$ cat src/crc32rc_pkg.sv
`timescale 1ns / 1ps

package crc32rc_pkg;

   localparam int unsigned CRC_W  = 32;
   localparam int unsigned BYTE_W = 8;
   localparam int unsigned LEN_W  = 11;
   localparam int unsigned CSR_IDX_W = 2;

   typedef logic [CRC_W-1:0]     crc_type;
   typedef logic [BYTE_W-1:0]    byte_type;
   typedef logic [LEN_W-1:0]     len_type;
   typedef logic [CSR_IDX_W-1:0] csr_index_type;

   // Register indexes on the configuration port.
   localparam csr_index_type CSR_POLYNOMIAL = 2'd0;
   localparam csr_index_type CSR_INITIAL    = 2'd1;
   localparam csr_index_type CSR_LENGTH     = 2'd2;

   localparam crc_type CRC_ALL_ONES   = 32'hFFFF_FFFF;
   localparam crc_type POLY_RESET     = 32'hEDB8_8320;
   localparam crc_type INITIAL_RESET  = 32'hFFFF_FFFF;
   localparam len_type LENGTH_RESET   = 11'd64;

   typedef enum logic [1:0] {
      PH_RECORD   = 2'd0,
      PH_TRAIL_LO = 2'd1,
      PH_TRAIL_HI = 2'd2,
      PH_IDLE     = 2'd3
   } phase_type;

endpackage

$ cat src/crc32rc_req_if.sv
`timescale 1ns / 1ps

interface crc32rc_req_if;
   logic                  valid;
   logic                  ready;
   crc32rc_pkg::byte_type data_byte;
   logic                  first;

   modport source (output valid, output data_byte, output first, input ready);
   modport sink   (input valid, input data_byte, input first, output ready);
endinterface

$ cat src/crc32rc_rsp_if.sv
`timescale 1ns / 1ps

interface crc32rc_rsp_if;
   logic                 valid;
   logic                 ready;
   logic                 match;
   crc32rc_pkg::crc_type crc_value;

   modport source (output valid, output match, output crc_value, input ready);
   modport sink   (input valid, input match, input crc_value, output ready);
endinterface

$ cat src/crc32rc_csr_if.sv
`timescale 1ns / 1ps

interface crc32rc_csr_if;
   logic                       valid;
   logic                       ready;
   crc32rc_pkg::csr_index_type index;
   crc32rc_pkg::crc_type       data;

   modport source (output valid, output index, output data, input ready);
   modport sink   (input valid, input index, input data, output ready);
endinterface

$ cat src/crc32_record_checker_unit.sv
`timescale 1ns / 1ps

// CRC-32 record checker.
// The req channel carries one byte per word: a record of record_length bytes
// (the first flagged with first = 1), then two trailer bytes, low byte first.
// Each record byte runs through a reflected CRC-32 update with the configured
// polynomial, starting from crc_initial. On the second trailer byte one word
// leaves on the rsp channel: crc_value is the CRC XOR all ones, and match says
// whether the trailer equals its low 16 bits. Other bytes give no result.
// The csr channel writes polynomial, initial value and record length; it is
// always ready. It is to be used only while no byte is in flight; the user
// must keep to this, as the block does not enforce it. A trailer byte goes
// from req acceptance into the input register, then through the byte update
// and trailer compare into the result register. Throughput is one byte per
// cycle while rsp is not stalled; the running CRC update is combinational.
// When rsp is stalled the result register holds, the input register still
// takes one more byte, and req_ch.ready then drops until the result is taken.
// Reset (synchronous) loads the default configuration and leaves the block
// idle: bytes without first are dropped until a first byte arrives.
module crc32_record_checker_unit #(
   parameter int unsigned MAX_RECORD_BYTES = 1024
) (
   input logic           clock,
   input logic           reset,
   crc32rc_req_if.sink   req_ch,
   crc32rc_rsp_if.source rsp_ch,
   crc32rc_csr_if.sink   csr_ch
);
   import crc32rc_pkg::*;

   localparam int unsigned CNT_W = $clog2(MAX_RECORD_BYTES + 1);
   localparam int unsigned CMP_W = (CNT_W > LEN_W) ? CNT_W : LEN_W;
   localparam logic [CMP_W-1:0] MAX_LEN = CMP_W'(MAX_RECORD_BYTES);

   // Configuration.
   crc_type poly_ff;
   crc_type init_ff;
   len_type len_ff;

   // Input register.
   logic     stage_valid_ff;
   byte_type stage_data_ff;
   logic     stage_first_ff;

   // Record state.
   phase_type        state_ff,       state_in;
   crc_type          crc_ff,         crc_in;
   logic [CNT_W-1:0] count_ff,       count_in;
   byte_type         trailer_low_ff, trailer_low_in;

   // Result register.
   logic    rsp_valid_ff;
   logic    rsp_match_ff, rsp_match_in;
   crc_type rsp_crc_ff,   rsp_crc_in;

   logic             advance;
   logic             process;
   logic             load_rsp;
   phase_type        phase_eff;
   crc_type          crc_base;
   crc_type          crc_updated;
   crc_type          crc_final;
   logic [CNT_W-1:0] count_base;
   logic [CMP_W-1:0] len_ext;
   logic [CMP_W-1:0] eff_len;

   assign advance = !rsp_valid_ff || rsp_ch.ready;
   assign process = stage_valid_ff && advance;

   assign req_ch.ready = !stage_valid_ff || advance;
   assign csr_ch.ready = 1'b1;

   // Configuration writes.
   always_ff @(posedge clock) begin
      if (reset) begin
         poly_ff <= POLY_RESET;
         init_ff <= INITIAL_RESET;
         len_ff  <= LENGTH_RESET;
      end else if (csr_ch.valid) begin
         unique case (csr_ch.index)
            CSR_POLYNOMIAL: poly_ff <= csr_ch.data;
            CSR_INITIAL:    init_ff <= csr_ch.data;
            CSR_LENGTH:     len_ff  <= csr_ch.data[LEN_W-1:0];
            default:        ;
         endcase
      end
   end

   // Input register.
   always_ff @(posedge clock) begin
      if (reset) begin
         stage_valid_ff <= 1'b0;
      end else if (req_ch.valid && req_ch.ready) begin
         stage_valid_ff <= 1'b1;
      end else if (advance) begin
         stage_valid_ff <= 1'b0;
      end
      if (req_ch.valid && req_ch.ready) begin
         stage_data_ff  <= req_ch.data_byte;
         stage_first_ff <= req_ch.first;
      end
   end

   // A zero length counts as one; lengths past the maximum saturate.
   always_comb begin
      len_ext = CMP_W'(len_ff);
      if (len_ff == '0) begin
         eff_len = CMP_W'(1);
      end else if (len_ext > MAX_LEN) begin
         eff_len = MAX_LEN;
      end else begin
         eff_len = len_ext;
      end
   end

   // A first byte restarts the record from whatever phase is current.
   assign phase_eff  = stage_first_ff ? PH_RECORD : state_ff;
   assign crc_base   = stage_first_ff ? init_ff : crc_ff;
   assign count_base = stage_first_ff ? '0 : count_ff;
   assign crc_final  = crc_base ^ CRC_ALL_ONES;

   crc32rc_byte_update u_update (
      .crc_in     (crc_base),
      .polynomial (poly_ff),
      .data_byte  (stage_data_ff),
      .crc_out    (crc_updated)
   );

   always_comb begin
      state_in       = state_ff;
      crc_in         = crc_ff;
      count_in       = count_ff;
      trailer_low_in = trailer_low_ff;
      load_rsp       = 1'b0;
      rsp_match_in   = ({stage_data_ff, trailer_low_ff} == crc_final[15:0]);
      rsp_crc_in     = crc_final;
      if (process) begin
         unique case (phase_eff)
            PH_RECORD: begin
               crc_in         = crc_updated;
               count_in       = count_base + 1'b1;
               trailer_low_in = '0;
               if (CMP_W'(count_in) >= eff_len) begin
                  state_in = PH_TRAIL_LO;
               end else begin
                  state_in = PH_RECORD;
               end
            end
            PH_TRAIL_LO: begin
               trailer_low_in = stage_data_ff;
               state_in       = PH_TRAIL_HI;
            end
            PH_TRAIL_HI: begin
               load_rsp = 1'b1;
               state_in = PH_IDLE;
            end
            PH_IDLE: begin
               state_in = PH_IDLE;
            end
         endcase
      end
   end

   always_ff @(posedge clock) begin
      if (reset) begin
         state_ff       <= PH_IDLE;
         crc_ff         <= '0;
         count_ff       <= '0;
         trailer_low_ff <= '0;
      end else begin
         state_ff       <= state_in;
         crc_ff         <= crc_in;
         count_ff       <= count_in;
         trailer_low_ff <= trailer_low_in;
      end
   end

   // Result register.
   always_ff @(posedge clock) begin
      if (reset) begin
         rsp_valid_ff <= 1'b0;
      end else if (load_rsp) begin
         rsp_valid_ff <= 1'b1;
      end else if (rsp_ch.ready) begin
         rsp_valid_ff <= 1'b0;
      end
      if (load_rsp) begin
         rsp_match_ff <= rsp_match_in;
         rsp_crc_ff   <= rsp_crc_in;
      end
   end

   assign rsp_ch.valid     = rsp_valid_ff;
   assign rsp_ch.match     = rsp_match_ff;
   assign rsp_ch.crc_value = rsp_crc_ff;

   a_reset_idle: assert property (@(posedge clock)
      $past(reset) |-> (state_ff == PH_IDLE && !rsp_valid_ff && !stage_valid_ff))
      else $error("block not idle after reset");

   a_result_ends_record: assert property (@(posedge clock) disable iff (reset)
      $rose(rsp_valid_ff) |-> (state_ff == PH_IDLE))
      else $error("result issued without closing the record");

   a_stall_holds_stage: assert property (@(posedge clock) disable iff (reset)
      (stage_valid_ff && !advance) |=>
         (stage_valid_ff && $stable(stage_data_ff) && $stable(stage_first_ff)))
      else $error("input register lost a byte during a stall");

   a_count_bound: assert property (@(posedge clock) disable iff (reset)
      CMP_W'(count_ff) <= MAX_LEN)
      else $error("byte count beyond the maximum record length");

endmodule

$ cat src/crc32rc_byte_update.sv
`timescale 1ns / 1ps

module crc32rc_byte_update (
   input  crc32rc_pkg::crc_type  crc_in,
   input  crc32rc_pkg::crc_type  polynomial,
   input  crc32rc_pkg::byte_type data_byte,
   output crc32rc_pkg::crc_type  crc_out
);
   import crc32rc_pkg::*;

   crc_type step_r;

   // Reflected CRC: one polynomial step per data bit, LSB first.
   always_comb begin
      step_r = crc_in ^ {{(CRC_W-BYTE_W){1'b0}}, data_byte};
      for (int k = 0; k < BYTE_W; k++) begin
         if (step_r[0]) begin
            step_r = (step_r >> 1) ^ polynomial;
         end else begin
            step_r = step_r >> 1;
         end
      end
   end

   assign crc_out = step_r;

endmodule
$ cat src/flat_wrapper.sv
// flat-port wrapper written by rule: the top's interface ports become plain ports
module crc32_record_checker_unit_flat import crc32rc_pkg::*;
#(
   parameter int unsigned MAX_RECORD_BYTES = 1024
)
  (clock, reset, req_ch_valid, req_ch_data_byte, req_ch_first, req_ch_ready, rsp_ch_valid, rsp_ch_match, rsp_ch_crc_value, rsp_ch_ready, csr_ch_valid, csr_ch_index, csr_ch_data, csr_ch_ready);
  crc32rc_req_if req_ch_i ();
  crc32rc_rsp_if rsp_ch_i ();
  crc32rc_csr_if csr_ch_i ();
  input logic clock;
  input logic reset;
  input wire logic [$bits(req_ch_i.valid)-1:0] req_ch_valid;
  input wire logic [$bits(req_ch_i.data_byte)-1:0] req_ch_data_byte;
  input wire logic [$bits(req_ch_i.first)-1:0] req_ch_first;
  output wire logic [$bits(req_ch_i.ready)-1:0] req_ch_ready;
  output wire logic [$bits(rsp_ch_i.valid)-1:0] rsp_ch_valid;
  output wire logic [$bits(rsp_ch_i.match)-1:0] rsp_ch_match;
  output wire logic [$bits(rsp_ch_i.crc_value)-1:0] rsp_ch_crc_value;
  input wire logic [$bits(rsp_ch_i.ready)-1:0] rsp_ch_ready;
  input wire logic [$bits(csr_ch_i.valid)-1:0] csr_ch_valid;
  input wire logic [$bits(csr_ch_i.index)-1:0] csr_ch_index;
  input wire logic [$bits(csr_ch_i.data)-1:0] csr_ch_data;
  output wire logic [$bits(csr_ch_i.ready)-1:0] csr_ch_ready;
  assign req_ch_i.valid = req_ch_valid;
  assign req_ch_i.data_byte = req_ch_data_byte;
  assign req_ch_i.first = req_ch_first;
  assign req_ch_ready = req_ch_i.ready;
  assign rsp_ch_valid = rsp_ch_i.valid;
  assign rsp_ch_match = rsp_ch_i.match;
  assign rsp_ch_crc_value = rsp_ch_i.crc_value;
  assign rsp_ch_i.ready = rsp_ch_ready;
  assign csr_ch_i.valid = csr_ch_valid;
  assign csr_ch_i.index = csr_ch_index;
  assign csr_ch_i.data = csr_ch_data;
  assign csr_ch_ready = csr_ch_i.ready;
  crc32_record_checker_unit #(.MAX_RECORD_BYTES(MAX_RECORD_BYTES)) u_core (.clock(clock), .reset(reset), .req_ch(req_ch_i), .rsp_ch(rsp_ch_i), .csr_ch(csr_ch_i));
endmodule
$ cat config.mk
export PLATFORM = sky130hd
export DESIGN_NAME = crc32_record_checker_unit_flat
export DESIGN_NICKNAME = d
export VERILOG_FILES = /design/src/crc32rc_pkg.sv /design/src/crc32rc_req_if.sv /design/src/crc32rc_rsp_if.sv /design/src/crc32rc_csr_if.sv /design/src/crc32_record_checker_unit.sv /design/src/crc32rc_byte_update.sv /design/src/flat_wrapper.sv
export SDC_FILE = /design/constraint.sdc
export NUM_CORES = 1
export LEC_CHECK = 0
export BUFFER_PORTS_ARGS = -buffer_cell sky130_fd_sc_hd__clkbuf_2
export CORE_MARGIN = 3
export CORE_UTILIZATION = 40
export CTS_BUF_LIST = sky130_fd_sc_hd__clkbuf_8
export DETAILED_ROUTE_END_ITERATION = 16
export PLACE_DENSITY = 0.7
export SETUP_SLACK_MARGIN = 0.5
export SYNTH_ARGS = -nofsm -noshare
export SYNTH_HDL_FRONTEND = slang
export SYNTH_HIERARCHICAL = 1
export SYNTH_SLANG_ARGS = --single-unit
export TNS_END_PERCENT = 30
$ cat constraint.sdc
create_clock -name clock -period 4.2 [get_ports clock]
set_clock_uncertainty 0.1 [all_clocks]
set_input_delay 0.84 -clock clock [delete_from_list [all_inputs] [get_ports clock]]
set_output_delay 0.84 -clock clock [all_outputs]
set_load 0.01 [all_outputs]
Yosys cells after proc, flatten, opt, wreduce, memory -nomap -nowiden
Index checks and enable logic that the tools add are counted.
Storage, ports and cells
  bits in registers: 172
  bits of input ports: 48
  logic and storage cells: 72
  output and inout bits: 36
Operators by class
  $lt $le $gt $ge: 2
  eq/ne operators: 6
  multiplexer cells: 22
  bitwise operators: 10
  add/sub/neg operators: 1
  reduce and logical (&&, ||, !) cells: 18
Operator list (number)
  two-way mux 32 bit: 9
  XOR 31 x 32 -> 32 bit: 8
  two-way mux 11 bit: 3
  inverter 32 bit: 1
  XOR 32 x 8 -> 32 bit: 1
  == test 16 bit: 1
  one-hot mux 8 bit (2 select lines): 1
  adder 11 x 1 -> 11 bit, second input constant: 1
  >= comparator 11 bit: 1
  greater-than comparator 11 bit, second input constant: 1
  zero test 11 bit: 1
  AND reduction 2 bit: 5
  two-way mux 1 bit: 7
  == test 2 bit, second input constant: 3
  one-hot mux 2 bit (3 select lines): 1
  nonzero test 2 bit: 3
  == test 2 x 1 -> 1 bit, second input constant: 2
  zero test 2 bit: 2
  logical AND 1 bit: 2
  zero test 1 bit: 2
  logical OR 1 bit: 2
  two-way mux 2 bit: 1
  OR reduction 2 bit: 1

Logic depth before layout (Yosys ltp)
Gate-level depths: netlist of run 1.
  depth in word-level cells: 18
  mapped depth: 20

Cells and area by module
The synthesis of run 1 kept the hierarchy.
Modules (own cells, without submodules)
  crc32_record_checker_unit: times used 1, cells each 781, area an instance 7146.9 um2
  crc32rc_byte_update: times used 1, cells each 692, area an instance 4934.7 um2

Worst setup path before layout of run 1
No wires, ideal clock.
  path type: register -> register
  from: reg u_core.stage_first_ff
  to: reg u_core.crc_ff[29]
  slack: -14 ps
  data required time: 3968 ps
  period minus slack after synthesis: 4214 ps
  stages on the path, launching flop included: 18
  data arrival time: 3982 ps
  cells stage by stage: edfxtp_1 -> buf_2 -> buf_4 -> mux2i_1 -> inv_1 -> xnor2_2 -> nor2_1 -> xnor2_2 -> a21bo_2 -> and2_1 -> buf_2 -> xor3_1 -> mux2i_1 -> a311oi_2 -> or3b_1 -> xnor3_1 -> nand2_1 -> a21oi_1
On the way
  elaborated cells on any way between the ends: 21
  those cells by class: mux: 10; bitwise: 9; reduce/logical: 2
RTL lines
  start: declaration: RTL line crc32_record_checker_unit.sv:43  | logic stage_first_ff;
  start signal: assignment: RTL line crc32_record_checker_unit.sv:100  | stage_first_ff <= req_ch.first;
  two-way mux 32 bit (*): RTL line crc32_record_checker_unit.sv:118  | assign crc_base = stage_first_ff ? init_ff : crc_ff;
  net u_core.crc_base[0]: RTL line crc32_record_checker_unit.sv:60  | crc_type crc_base;
  XOR 32 x 8 -> 32 bit (*): RTL line crc32rc_byte_update.sv:15  | step_r = crc_in ^ {{(CRC_W-BYTE_W){1'b0}}, data_byte};
  two-way mux 32 bit (*): RTL line crc32rc_byte_update.sv:17  | if (step_r[0]) begin
  XOR 31 x 32 -> 32 bit: RTL line crc32rc_byte_update.sv:18  | step_r = (step_r >> 1) ^ polynomial;
  two-way mux 32 bit (*): RTL line crc32rc_byte_update.sv:17
  XOR 31 x 32 -> 32 bit: RTL line crc32rc_byte_update.sv:18
  two-way mux 32 bit (*): RTL line crc32rc_byte_update.sv:17
  XOR 31 x 32 -> 32 bit: RTL line crc32rc_byte_update.sv:18
  two-way mux 32 bit (*): RTL line crc32rc_byte_update.sv:17
  XOR 31 x 32 -> 32 bit: RTL line crc32rc_byte_update.sv:18
  two-way mux 32 bit (*) (2 in series): RTL line crc32rc_byte_update.sv:17
  XOR 31 x 32 -> 32 bit or two-way mux 32 bit (tied branches): RTL line crc32rc_byte_update.sv:18, crc32rc_byte_update.sv:17
  two-way mux 32 bit (*): RTL line crc32rc_byte_update.sv:17
  XOR 31 x 32 -> 32 bit or two-way mux 32 bit (tied branches): RTL line crc32rc_byte_update.sv:18, crc32rc_byte_update.sv:17
  two-way mux 32 bit (*): RTL line crc32rc_byte_update.sv:17
  net u_core.crc_updated[29]: RTL line crc32_record_checker_unit.sv:61  | crc_type crc_updated;
  end signal: assignment: RTL line crc32_record_checker_unit.sv:172  | crc_ff <= crc_in;
  end: declaration: RTL line crc32_record_checker_unit.sv:47  | crc_type crc_ff, crc_in;
Mark *: on every way through the listed nets, which the timed path passes. The rest lies on a longest branch.
A chain may end at the register's enable or synchronous reset.

Final worst setup path of run 1
  from: reg u_core.stage_first_ff
  to: reg u_core.crc_ff[14]
On the way
  elaborated cells on any way between the ends: 21
  those cells by class: mux: 10; bitwise: 9; reduce/logical: 2
RTL lines (RTL line)
  two-way mux 32 bit (*): crc32_record_checker_unit.sv:118
  net u_core.crc_base[0]: crc32_record_checker_unit.sv:60
  XOR 32 x 8 -> 32 bit (*): crc32rc_byte_update.sv:15
  two-way mux 32 bit (*): crc32rc_byte_update.sv:17
  XOR 31 x 32 -> 32 bit: crc32rc_byte_update.sv:18
  two-way mux 32 bit (*): crc32rc_byte_update.sv:17
  XOR 31 x 32 -> 32 bit: crc32rc_byte_update.sv:18
  two-way mux 32 bit (*): crc32rc_byte_update.sv:17
  [3 not listed]
  two-way mux 32 bit (*): crc32rc_byte_update.sv:17
  XOR 31 x 32 -> 32 bit: crc32rc_byte_update.sv:18
  two-way mux 32 bit (*): crc32rc_byte_update.sv:17
  XOR 31 x 32 -> 32 bit: crc32rc_byte_update.sv:18
  two-way mux 32 bit (*): crc32rc_byte_update.sv:17
  XOR 31 x 32 -> 32 bit: crc32rc_byte_update.sv:18
  two-way mux 32 bit (*): crc32rc_byte_update.sv:17
  net u_core.crc_updated[14]: crc32_record_checker_unit.sv:61
Marked as above.

==> impl_metrics.csv, run 1 <==
group,metric,value,unit
status,outcome,"finished with violations",
status,violations,"negative setup slack",
clock_tree,clock-sinks,172,
clock_tree,cts_hold_buf,0,
power,pwr-share-clk,18.1,%
synthesis,synthTopCellsByArea,"dfxtp_1 22%, nand2_1 13%, xnor2_1 12%, edfxtp_1 10%, xnor3_1 6.0%",
synthesis,ys_seq_area_share,31.98,%
critical_path,required,4.51,ns
floorplan,initial_core_util,41.31,%
timing,report.final.slew_viol_count,0,
grt,grt_max_degree,98,
synthesis,synth_cells,1473,
placed_design,hpwlAfterDp,23.40,mm
timing,tightest_slew,1.086,ns
cells_and_area,areaGrowthSynthToFinish,19.71,%
route,routed_via_density,5.419,
timing,final.min_clock_period,4.292,ns
grt,grt-ovfl-total,0,
cells_and_area,fin_cells,1952,
timing,setup_tns,-1.156,ns
placed_design,place.gp.congestion,0.8553,
clock_tree,cts_root_buf,"clkbuf_8",
hold_path,hold_path.class,"reg -> reg",
power,powerDensity,470.1,nW/um^2
route,drt_iter0_markers,940,
critical_path,r2r_cells,18,
synthesis,yosysUniqueCellTypes,73,
floorplan,die_h,179.8,microns
run,max_cap_violations,0,
power,power_frac_comb,54.4,%
power,p_leak,5.852,nW
route,first_pass_iters,5,
critical_path,crit_arrival,4.61,ns
synthesis,synth-async-reset-ratio,0,%
clock_tree,clockBufferDepth,2,
critical_path,worstReg2RegEnd,"u_core/crc_ff[14]",
critical_path,cp_max_fo,14,
route,ant_nets,0,
route,wire_per_inst,17.56,microns
critical_path,crit_start,"u_core/stage_first_ff",
clock_tree,cts_tree,"yes",
critical_path,startpoint_type,"register",
synthesis,synth_nets,1533,
power,netSwitchingFraction,37.68,%
timing,setup_slack,-0.09198,ns
placed_design,port_buffers,82,
clock_tree,worstSkewPairLatency,0.49,ns
timing,slew_headroom,27.35,%
power,seq_power_share,27.5,%
cells_and_area,drive_above_1_share,21.49,%
clock_tree,cts_buffers,17,
timing,setup_viol,25,
floorplan,core,29250,sq um
synthesis,yosysWarningCount,6,
timing,max_freq,233.0,MHz
critical_path,reg2reg_slack,-0.09,ns
synthesis,synth_area_per_cell,8.202,sq um
power,ir_drop,0.2978,mV
placed_design,numPlacedInstances,1885,
grt,antenna_found_initial,0,
route,vias,10580,
power,fin_total_pwr,6.798,mW
synthesis,synth_edf_count,42,
critical_path,cp-endpoint,"u_core/crc_ff[14]",
synthesis,synth_top_cell_by_area,"dfxtp_1",
power,p_int,4.237,mW
clock_tree,ctsHtreeMaxLevel,4,
synthesis,ys_seq_elements,172,
power,power.switching,2.561,mW
synthesis,netlist.area_leader.share,21.54,%
route,wirelength,34.27,mm
grt,grtUsageTotal,20.83,%
grt,grt_pass1_wl,55.20,mm
floorplan,die_w,179.8,microns
floorplan,io_pins,84,
cells_and_area,antenna_cells,0,
floorplan,rows,62,
floorplan,die_area,32320,sq um
grt,grt_pass1_vias,10430,
synthesis,synthFlopType,"dfxtp_1",
synthesis,syn_area,12080,sq um
critical_path,r2r_start,"u_core/stage_first_ff",
timing,rsz0062_at_grt,"yes",
critical_path,end_kind,"register",
cells_and_area,fin_nets,1615,
critical_path,path_class,"reg -> reg",
route,drc,0,
hold_path,hold_start,"u_core/crc_ff[23]",
timing,hold_viol,0,
clock_tree,path_clk_slew,0.10,ns
timing,period_share,102.2,%
## logic make-up (layout without fill, tap and decap cells)
| logic type | after synthesis | after routing | share of synthesized area [%] |
|---|---|---|---|
| buffers and inverters | 167 | 262 | 5.654 |
| xor gates and xnor gates | 249 | 249 | 22.57 |
| other | 1 | 1 | 0.03104 |
| adders and majority gates | 12 | 12 | 1.243 |
| and+or+nand+nor | 632 | 632 | 24.47 |
| AOI/OAI and AO/OA | 196 | 196 | 10.40 |
| DFF | 172 | 172 | 31.98 |
| muxes | 44 | 44 | 3.656 |
## power by group through the flow
stage / combinational (mW) / sequential [mW] / clock [mW]
after floorplan: 2.64 / 1.86 / 0
final: 3.70 / 1.87 / 1.23
after global placement: 3.21 / 1.90 / 0
after detailed placement: 3.25 / 1.91 / 0
after global routing: 3.96 / 1.88 / 1.31
after CTS: 3.54 / 1.87 / 1.25
## metal layers
layer,share of wire [%],vias up,track usage (%)
met3,5.7,65,3.254
li1,-,5077,-
met1,43,5083,26.79
met4,3.1,0,8.106
met2,48,352,35.22
met5,0,-,0
## stage by stage
| step | cell area [sq um] | setup WS [ns] | util (%) | hold slack [ns] |
|---|---|---|---|---|
| 2_1_floorplan | 12450 | 0.1621 | - | 0.3351 |
| 3_3_place_gp | 13370 | -0.09329 | 45.72 | 0.3443 |
| 3_5_place_dp | 13370 | -0.1273 | 45.72 | 0.3490 |
| 4_1_cts | 14280 | 0.02081 | 48.82 | 0.3668 |
| 5_1_grt | 14460 | -0.2840 | 49.45 | 0.3941 |
| 6_report | 14460 | -0.09198 | 49.45 | 0.3677 |
## area by class of cell
class                      instances  area, sq um
multi-input combinational       1134         8119
fill                            2671        14780
clock buffer                      17        234.0
sequential                       172         3864
tap                              384        480.5
clock inverter                    15        171.4
timing repair buffer             188         1434
inverter                          42        160.2
## flip-flops by register name (all words and copies together) (netlist names)
| name | flops |
|---|---|
| u_core/crc_ff | 32 |
| u_core/stage_first_ff | 1 |
| u_core/state_ff | 2 |
| u_core/count_ff | 11 |
| u_core/len_ext | 11 |
| u_core/stage_valid_ff | 1 |
| u_core/trailer_low_ff | 8 |
| u_core/poly_ff | 32 |
| u_core/rsp_ch.valid | 1 |
| u_core/rsp_ch.match | 1 |
| u_core/stage_data_ff | 8 |
| u_core/init_ff | 32 |
| u_core/rsp_ch.crc_value | 32 |
## worst min path at each step
stage	endpoint	slack [ns]	depth (start not counted)
floorplan	u_core/poly_ff[10]	0.34	2
global placement	u_core/crc_ff[13]	0.34	2
detailed placement	u_core/crc_ff[20]	0.35	2
CTS	u_core/crc_ff[21]	0.37	2
global route	u_core/init_ff[16]	0.39	2
finish	u_core/crc_ff[23]	0.37	2
## cells in the mapped netlist (3+ instances only)
master / n
buf_2: 20
nand3_1: 51
inv_1: 40
nand2_1: 409
nor4_1: 4
xnor2_1: 170
clkbuf_1: 93
nor2_1: 38
nor3b_1: 22
o211ai_1: 3
xor2_1: 37
nand4_1: 6
a21o_1: 3
xnor2_2: 4
buf_1: 3
o21ai_1: 30
xor3_1: 4
ha_1: 12
nor2b_1: 4
nand3b_1: 49
buf_4: 8
o21ai_0: 10
or3_1: 4
xnor3_1: 32
a31oi_1: 4
nor3b_2: 6
o2111ai_1: 30
mux2i_1: 43
a21oi_1: 85
nand2b_1: 5
a211o_1: 3
a211oi_1: 7
nor3_1: 11
dfxtp_1: 130
edfxtp_1: 42
and2_1: 5
## critical path, stage by stage (launching register included)
cell and delay (ns):
edfxtp_1 0.48, mux2i_4 0.31, inv_4 0.09, xnor2_4 0.35
buf_4 0.19, nor3_4 0.05, o21ai_0 0.23, a21oi_1 0.19
o31a_1 0.33, buf_4 0.17, o211a_1 0.22, a21oi_1 0.22
o22ai_2 0.14, a311oi_4 0.43, buf_6 0.25, nor3b_2 0.07
xnor2_1 0.16, nand2_1 0.09, a21oi_1 0.15
## layout by cell type, fill, tap and decap left out, drive strengths merged, types with 3 or more instances in the layout
cell type / count
o21ai: 41
or3: 6
a21oi: 86
nand3: 52
a31oi: 4
nor2: 39
nand2: 409
nand2b: 7
xor2: 39
nand4: 6
clkbuf: 98
a211oi: 8
o2111ai: 30
a211o: 3
nor3: 12
xor3: 4
nor3b: 28
xnor2: 174
nor2b: 4
dfxtp: 130
and2: 6
edfxtp: 42
clkinv: 5
a21o: 3
ha: 12
mux2i: 43
nor4: 5
buf: 107
inv: 48
nand3b: 49
o211ai: 3
xnor3: 32
## timing repair
action | CTS | global route
pin swaps | 26 | 20
buffers inserted | 28 | 5
resized for setup | 50 | 28
hold endpoints to repair | 0 | 0
endpoints found under the setup margin | 33 | 33
gates cloned | 2 | 0
(Power assumes the default switching activity.)
==> run 2, diff against run 1 <==
- CORE_MARGIN: 3 -> 2
==> run 2 against run 1 <==
- the run still ends with negative setup slack left
- worst hold slack got worse by 0.0060 ns
- flip-flop and latch count did not move
- critical path depth rose by 2
==> impl_metrics.csv, run 2 (synthesis results as in run 1) <==
group,metric,value,unit
clock_tree,ctsHtreeMaxLevel,4,
cells_and_area,post-route-cell-area,14290,sq um
timing,tightest_slew,1.204,ns
timing,report.final.slew_viol_count,0,
critical_path,cpMaxStageDelayCell,"a311oi_4",
floorplan,die_h,177.8,microns
floorplan,die_w,177.8,microns
route,drt_iter0_markers,930,
timing,setup_viol,8,
timing,rsz0062_at_grt,"yes",
timing,whs,0.3617,ns
critical_path,end_kind,"register",
route,vias,10530,
critical_path,crit_family,"XOR/XNOR gates",
placed_design,place.gp.congestion,0.8841,
critical_path,crit_chain,"buf_6, mux2i_4, inv_4, xnor2_4, o21ai_2, and2_4, buf_6, nand2_1, xnor2_1, xnor2_1, xnor2_1, xor2_1, buf_4, a311oi_4, buf_6, buf_12, nor3b_2, xor2_1, nand2_1, a21oi_1",
placed_design,numPlacedInstances,1898,
route,drc,0,
power,ir_drop,0.2889,mV
timing,period_share,101.1,%
critical_path,startpoint_type,"register",
clock_tree,worstSkewPairLatency,0.50,ns
clock_tree,cts_tree,"yes",
grt,grt_pass1_wl,53.08,mm
route,wirelength,33.93,mm
critical_path,cp_num_buf_inv,6,
cells_and_area,final_cell_mix,"407 x nand2_1, 166 x xnor2_1, 130 x dfxtp_1",
cells_and_area,drive_above_1_share,20.61,%
clock_tree,cts_hold_buf,0,
grt,grt_pass1_vias,9982,
status,outcome,"finished with violations",
route,first_pass_iters,5,
route,wire_per_inst,17.38,microns
timing,setup_slack,-0.04547,ns
power,fin_total_pwr,6.701,mW
route,ant_nets,0,
timing,slew_headroom,19.71,%
cells_and_area,antenna_cells,0,
timing,hold_viol,0,
status,violations,"negative setup slack",
floorplan,die_area,31610,sq um
cells_and_area,seqCellArea,3864,sq um
floorplan,rows,63,
route,routed_via_density,5.392,
run,max_cap_violations,0,
cells_and_area,fin_nets,1609,
power,p_leak,5.772,nW
floorplan,core,29720,sq um
clock_tree,cts_buffers,17,
critical_path,required,4.42,ns
timing,setup_tns,-0.1197,ns
grt,grtUsageTotal,21.49,%
timing,final.min_clock_period,4.245,ns
cells_and_area,areaGrowthSynthToFinish,18.24,%
timing,max_freq,235.5,MHz
critical_path,crit_path_max_incr_delay,0.37,ns
clock_tree,clock-sinks,172,
grt,antenna_found_initial,0,
clock_tree,cts_root_buf,"clkbuf_8",
cells_and_area,multi_input_area,8035,sq um
cells_and_area,nFillCells,2736,
floorplan,initial_core_util,40.66,%
cells_and_area,fin_cells,1952,
cells_and_area,layout_commonest_cell,"nand2_1",
critical_path,path_class,"reg -> reg",
critical_path,cp_max_fo,27,
clock_tree,path_clk_slew,0.10,ns
hold_path,hold_path.class,"reg -> reg",
placed_design,port_buffers,82,
floorplan,io_pins,84,
grt,grt_max_degree,125,
grt,grt-ovfl-total,0,
placed_design,hpwlAfterDp,22.88,mm
placed_design,placed_area,13510,sq um
clock_tree,clockBufferDepth,2,
power,powerDensity,469.1,nW/um^2
critical_path,crit_arrival,4.47,ns
==> run 2: cell types whose count changed in the layout (fill, tap and decap cells not counted), moves of 3 or more <==
cell,previous run,this run
xnor2_1,162,166
buf_8,3,0
xnor2_2,7,4
nor3b_2,15,18
inv_6,6,3
clkinv_4,2,5
buf_6,12,7
o21ai_1,19,22
o21ai_2,13,10
nor3b_1,13,10
==> run 2: path summary, 6_finish.rpt <==
kind                          from                end  slack, ns  depth (start not counted)
min              u_core/crc_ff[13]  u_core/crc_ff[13]       0.36                          2
max reg2reg  u_core/stage_first_ff  u_core/crc_ff[24]      -0.05                         20
max          u_core/stage_first_ff  u_core/crc_ff[24]      -0.05                         20
min reg2reg      u_core/crc_ff[13]  u_core/crc_ff[13]       0.36                          2
==> run 2: power by group <==
group / switching, mW / internal (mW)
sequential: 0.0819 / 1.78
combinational: 1.77 / 1.91
clock: 0.718 / 0.441
==> run 2: tightest hold or removal path, stage by stage, from the launching register on <==
cell,delay (ns)
dfxtp_1,0.32
nand2_1,0.05
a21oi_1,0.05
==> run 2: layout make-up <==
| class | instances | share of cell area (%) |
|---|---|---|
| Tap cell | 390 | 3.416 |
| Clock inverter | 15 | 1.060 |
| Inverter | 42 | 1.121 |
| Clock buffer | 17 | 1.638 |
| Sequential cell | 172 | 27.05 |
| Timing Repair Buffer | 182 | 9.468 |
| Multi-Input combinational cell | 1134 | 56.25 |
==> run 2: stage by stage <==
stage                     util, %  setup WS (ns)
after global routing        48.07        -0.2476
after floorplan                 -         0.1621
after detailed placement    45.45        -0.1604
final                       48.07       -0.04547
after CTS                   47.48        0.03840
after global placement      45.45       -0.02541
==> run 2: layer usage <==
layer / up-vias / track usage, % / wire length [microns] / share of wire [%]
li1: 5058 / - / - / -
met1: 5105 / 28.86 / 15120 / 45
met2: 312 / 34.96 / 16080 / 47
met3: 51 / 3.385 / 1849 / 5.4
met4: 0 / 7.650 / 871 / 2.6
met5: - / 0 / 0 / 0
==> run 2: repair_timing <==
action	CTS	global route
gates resized for setup	24	20
setup endpoints to repair	32	33
pin swaps	14	10
hold endpoints to repair	0	0
setup buffers	11	11
==> run 3, diff against run 2 <==
- ABC_AREA: unset -> 1
==> run 3 against run 2 <==
- the run now ends clean
- flip-flop and latch count unchanged
- first-iteration DRC count up 41%
- sequential power about the same
- highest routed layer unchanged
==> impl_metrics.csv, run 3 <==
group,metric,value,unit
clock_tree,ctsHtreeMaxLevel,4,
route,wirelength,38.59,mm
cells_and_area,final_util,47.05,%
timing,setup_slack,0.3094,ns
grt,grt-ovfl-total,0,
placed_design,numPlacedInstances,2436,
critical_path,crit_top_cell,"nand2_2",
route,routed_via_density,5.221,
power,ir_drop,0.2318,mV
placed_design,pre_cts_ws,0.2263,ns
synthesis,syn_area,12670,sq um
cells_and_area,drive_above_1_share,15.64,%
cells_and_area,fin_cells,2512,
synthesis,synthTopCellsByArea,"nand2_1 21%, dfxtp_1 21%, edfxtp_1 10%, nand3_1 9.9%, inv_1 6.5%",
floorplan,initial_core_util,40.35,%
cells_and_area,nFillCells,3182,
critical_path,startpoint_type,"register",
grt,grt_max_degree,92,
floorplan,die_area,33110,sq um
cells_and_area,final_cell_mix,"667 x nand2_1, 243 x nand3_1, 209 x inv_1",
critical_path,cpMaxStageDelayCell,"edfxtp_1",
synthesis,netlist.area_leader.share,20.71,%
synthesis,synth_top_family_by_area,"simple AND/OR/NAND/NOR gates",
synthesis,yosysUniqueCellTypes,37,
route,ant_nets,0,
clock_tree,cts_tree,"yes",
hold_path,hold_path.class,"reg -> reg",
timing,final.min_clock_period,3.891,ns
route,vias,13120,
clock_tree,worstSkewPairLatency,0.51,ns
timing,setup_viol,0,
placed_design,hpwlAfterDp,25.19,mm
synthesis,synth_compound_area_share,6.469,%
grt,grtUsageTotal,21.43,%
critical_path,cp_max_fo,7,
synthesis,synth-async-reset-ratio,0,%
cells_and_area,antenna_cells,0,
route,drc,0,
placed_design,place.gp.congestion,0.9285,
timing,max_freq,257.0,MHz
timing,rsz0062_at_grt,"yes",
synthesis,synth_nets,2096,
timing,slew_headroom,14.84,%
timing,tightest_slew,1.276,ns
synthesis,yosysWarningCount,6,
run,max_cap_violations,0,
critical_path,reg2reg_slack,0.31,ns
route,wire_per_inst,15.36,microns
synthesis,synthFlopType,"dfxtp_1",
critical_path,required,4.48,ns
power,p_leak,7.341,nW
route,wl_met1,17.43,mm
hold_path,whs_path_depth,2,
floorplan,die_h,182.0,microns
synthesis,ys_seq_area_share,30.50,%
placed_design,placed_area,13320,sq um
critical_path,crit_family,"simple AND/OR/NAND/NOR gates",
timing,setup_tns,0,ns
clock_tree,path_clk_slew,0.10,ns
clock_tree,clock-sinks,172,
route,met3_length,2.603,mm
critical_path,crit_arrival,4.17,ns
grt,antenna_found_initial,0,
timing,report.final.slew_viol_count,0,
clock_tree,clockBufferDepth,2,
grt,grt_pass1_wl,57.61,mm
route,dr_wl_met2,17.47,mm
floorplan,io_pins,84,
floorplan,die_w,182.0,microns
floorplan,rows,65,
critical_path,cp_num_buf_inv,7,
cells_and_area,multi_input_area,7784,sq um
timing,period_share,92.63,%
synthesis,synth_cells,2036,
route,drt_iter0_markers,1315,
timing,hold_viol,0,
critical_path,cp_num_cells,31,
critical_path,crit_path_max_incr_delay,0.49,ns
cells_and_area,layout_commonest_cell,"nand2_1",
route,first_pass_iters,6,
synthesis,synthTopCellsByCount,"699 x nand2_1, 251 x nand3_1, 218 x inv_1",
cells_and_area,fin_nets,2157,
floorplan,core,31390,sq um
route,highest_layer,"met4",
clock_tree,cts_buffers,17,
grt,grt_pass1_vias,11400,
status,outcome,"finished clean",
synthesis,synth-simple-area-share,40.20,%
synthesis,yosysMostFrequentCell,"nand2_1",
clock_tree,cts_root_buf,"clkbuf_8",
critical_path,r2r_cells,31,
cells_and_area,areaGrowthSynthToFinish,16.60,%
placed_design,port_buffers,82,
power,powerDensity,441.8,nW/um^2
critical_path,path_class,"reg -> reg",
synthesis,synth-xor-area-share,9.886,%
critical_path,end_kind,"register",
synthesis,ys_seq_elements,172,
synthesis,synth_top_cell_by_area,"nand2_1",
synthesis,synth-adder-area-share,1.185,%
synthesis,muxShareOfSynthArea,0,%
cells_and_area,post-route-cell-area,14770,sq um
synthesis,synth_edf_count,42,
synthesis,synth_area_per_cell,6.222,sq um
cells_and_area,seqCellArea,3864,sq um
[run 3: layout make-up]
type                       instances  area share, %
sequential                       172          26.16
tap                              402          3.405
clock inverter                    14         0.9910
timing repair buffer             161          9.266
inverter                         228          5.811
multi-input combinational       1517          52.69
clock buffer                      18          1.677
[run 3: power by group]
group	switching [mW]	internal (mW)
Clock	0.685	0.509
Sequential	0.0950	1.77
Combinational	2.08	1.38
Total	2.86	3.66
[run 3: kinds of logic after synthesis]
| kind of cell | after synthesis |
|---|---|
| compound gates | 155 |
| flops | 172 |
| buf+inv | 348 |
| fa+ha+maj | 12 |
| xor+xnor | 143 |
| simple gates | 1205 |
| other cells | 1 |
[run 3: worst min-delay path, stage by stage (launching register included)]
cell and delay (ns):
dfxtp_1 0.33, nand2_1 0.05, nand3_1 0.05
[run 3: stage by stage]
step / total power, mW / hold WS [ns]
3_3_place_gp: 4.687 / 0.3317
6_report: 6.527 / 0.3560
4_1_cts: 6.040 / 0.3590
5_1_grt: 6.971 / 0.3825
3_5_place_dp: 4.743 / 0.3370
2_1_floorplan: 4.168 / 0.3214
[run 3: per-layer routing]
layer	vias to the layer above	global-route usage (%)
met5	-	0
met4	0	7.129
met3	77	2.647
met2	535	35.20
met1	6046	29.23
li1	6458	-
[run 3: final timing paths]
check                   startpoint            endpoint
min reg2reg     u_core/init_ff[17]  u_core/init_ff[17]
min             u_core/init_ff[17]  u_core/init_ff[17]
max reg2reg  u_core/stage_first_ff   u_core/crc_ff[17]
max          u_core/stage_first_ff   u_core/crc_ff[17]
[run 3: repair_timing]
action                                  4_1_cts  5_1_grt
hold buffers                                  0        0
buffers inserted                             14       18
endpoints found under the setup margin       32       32
gates resized for setup                      26      105
gates cloned                                  2       10
pin swaps                                    13       64
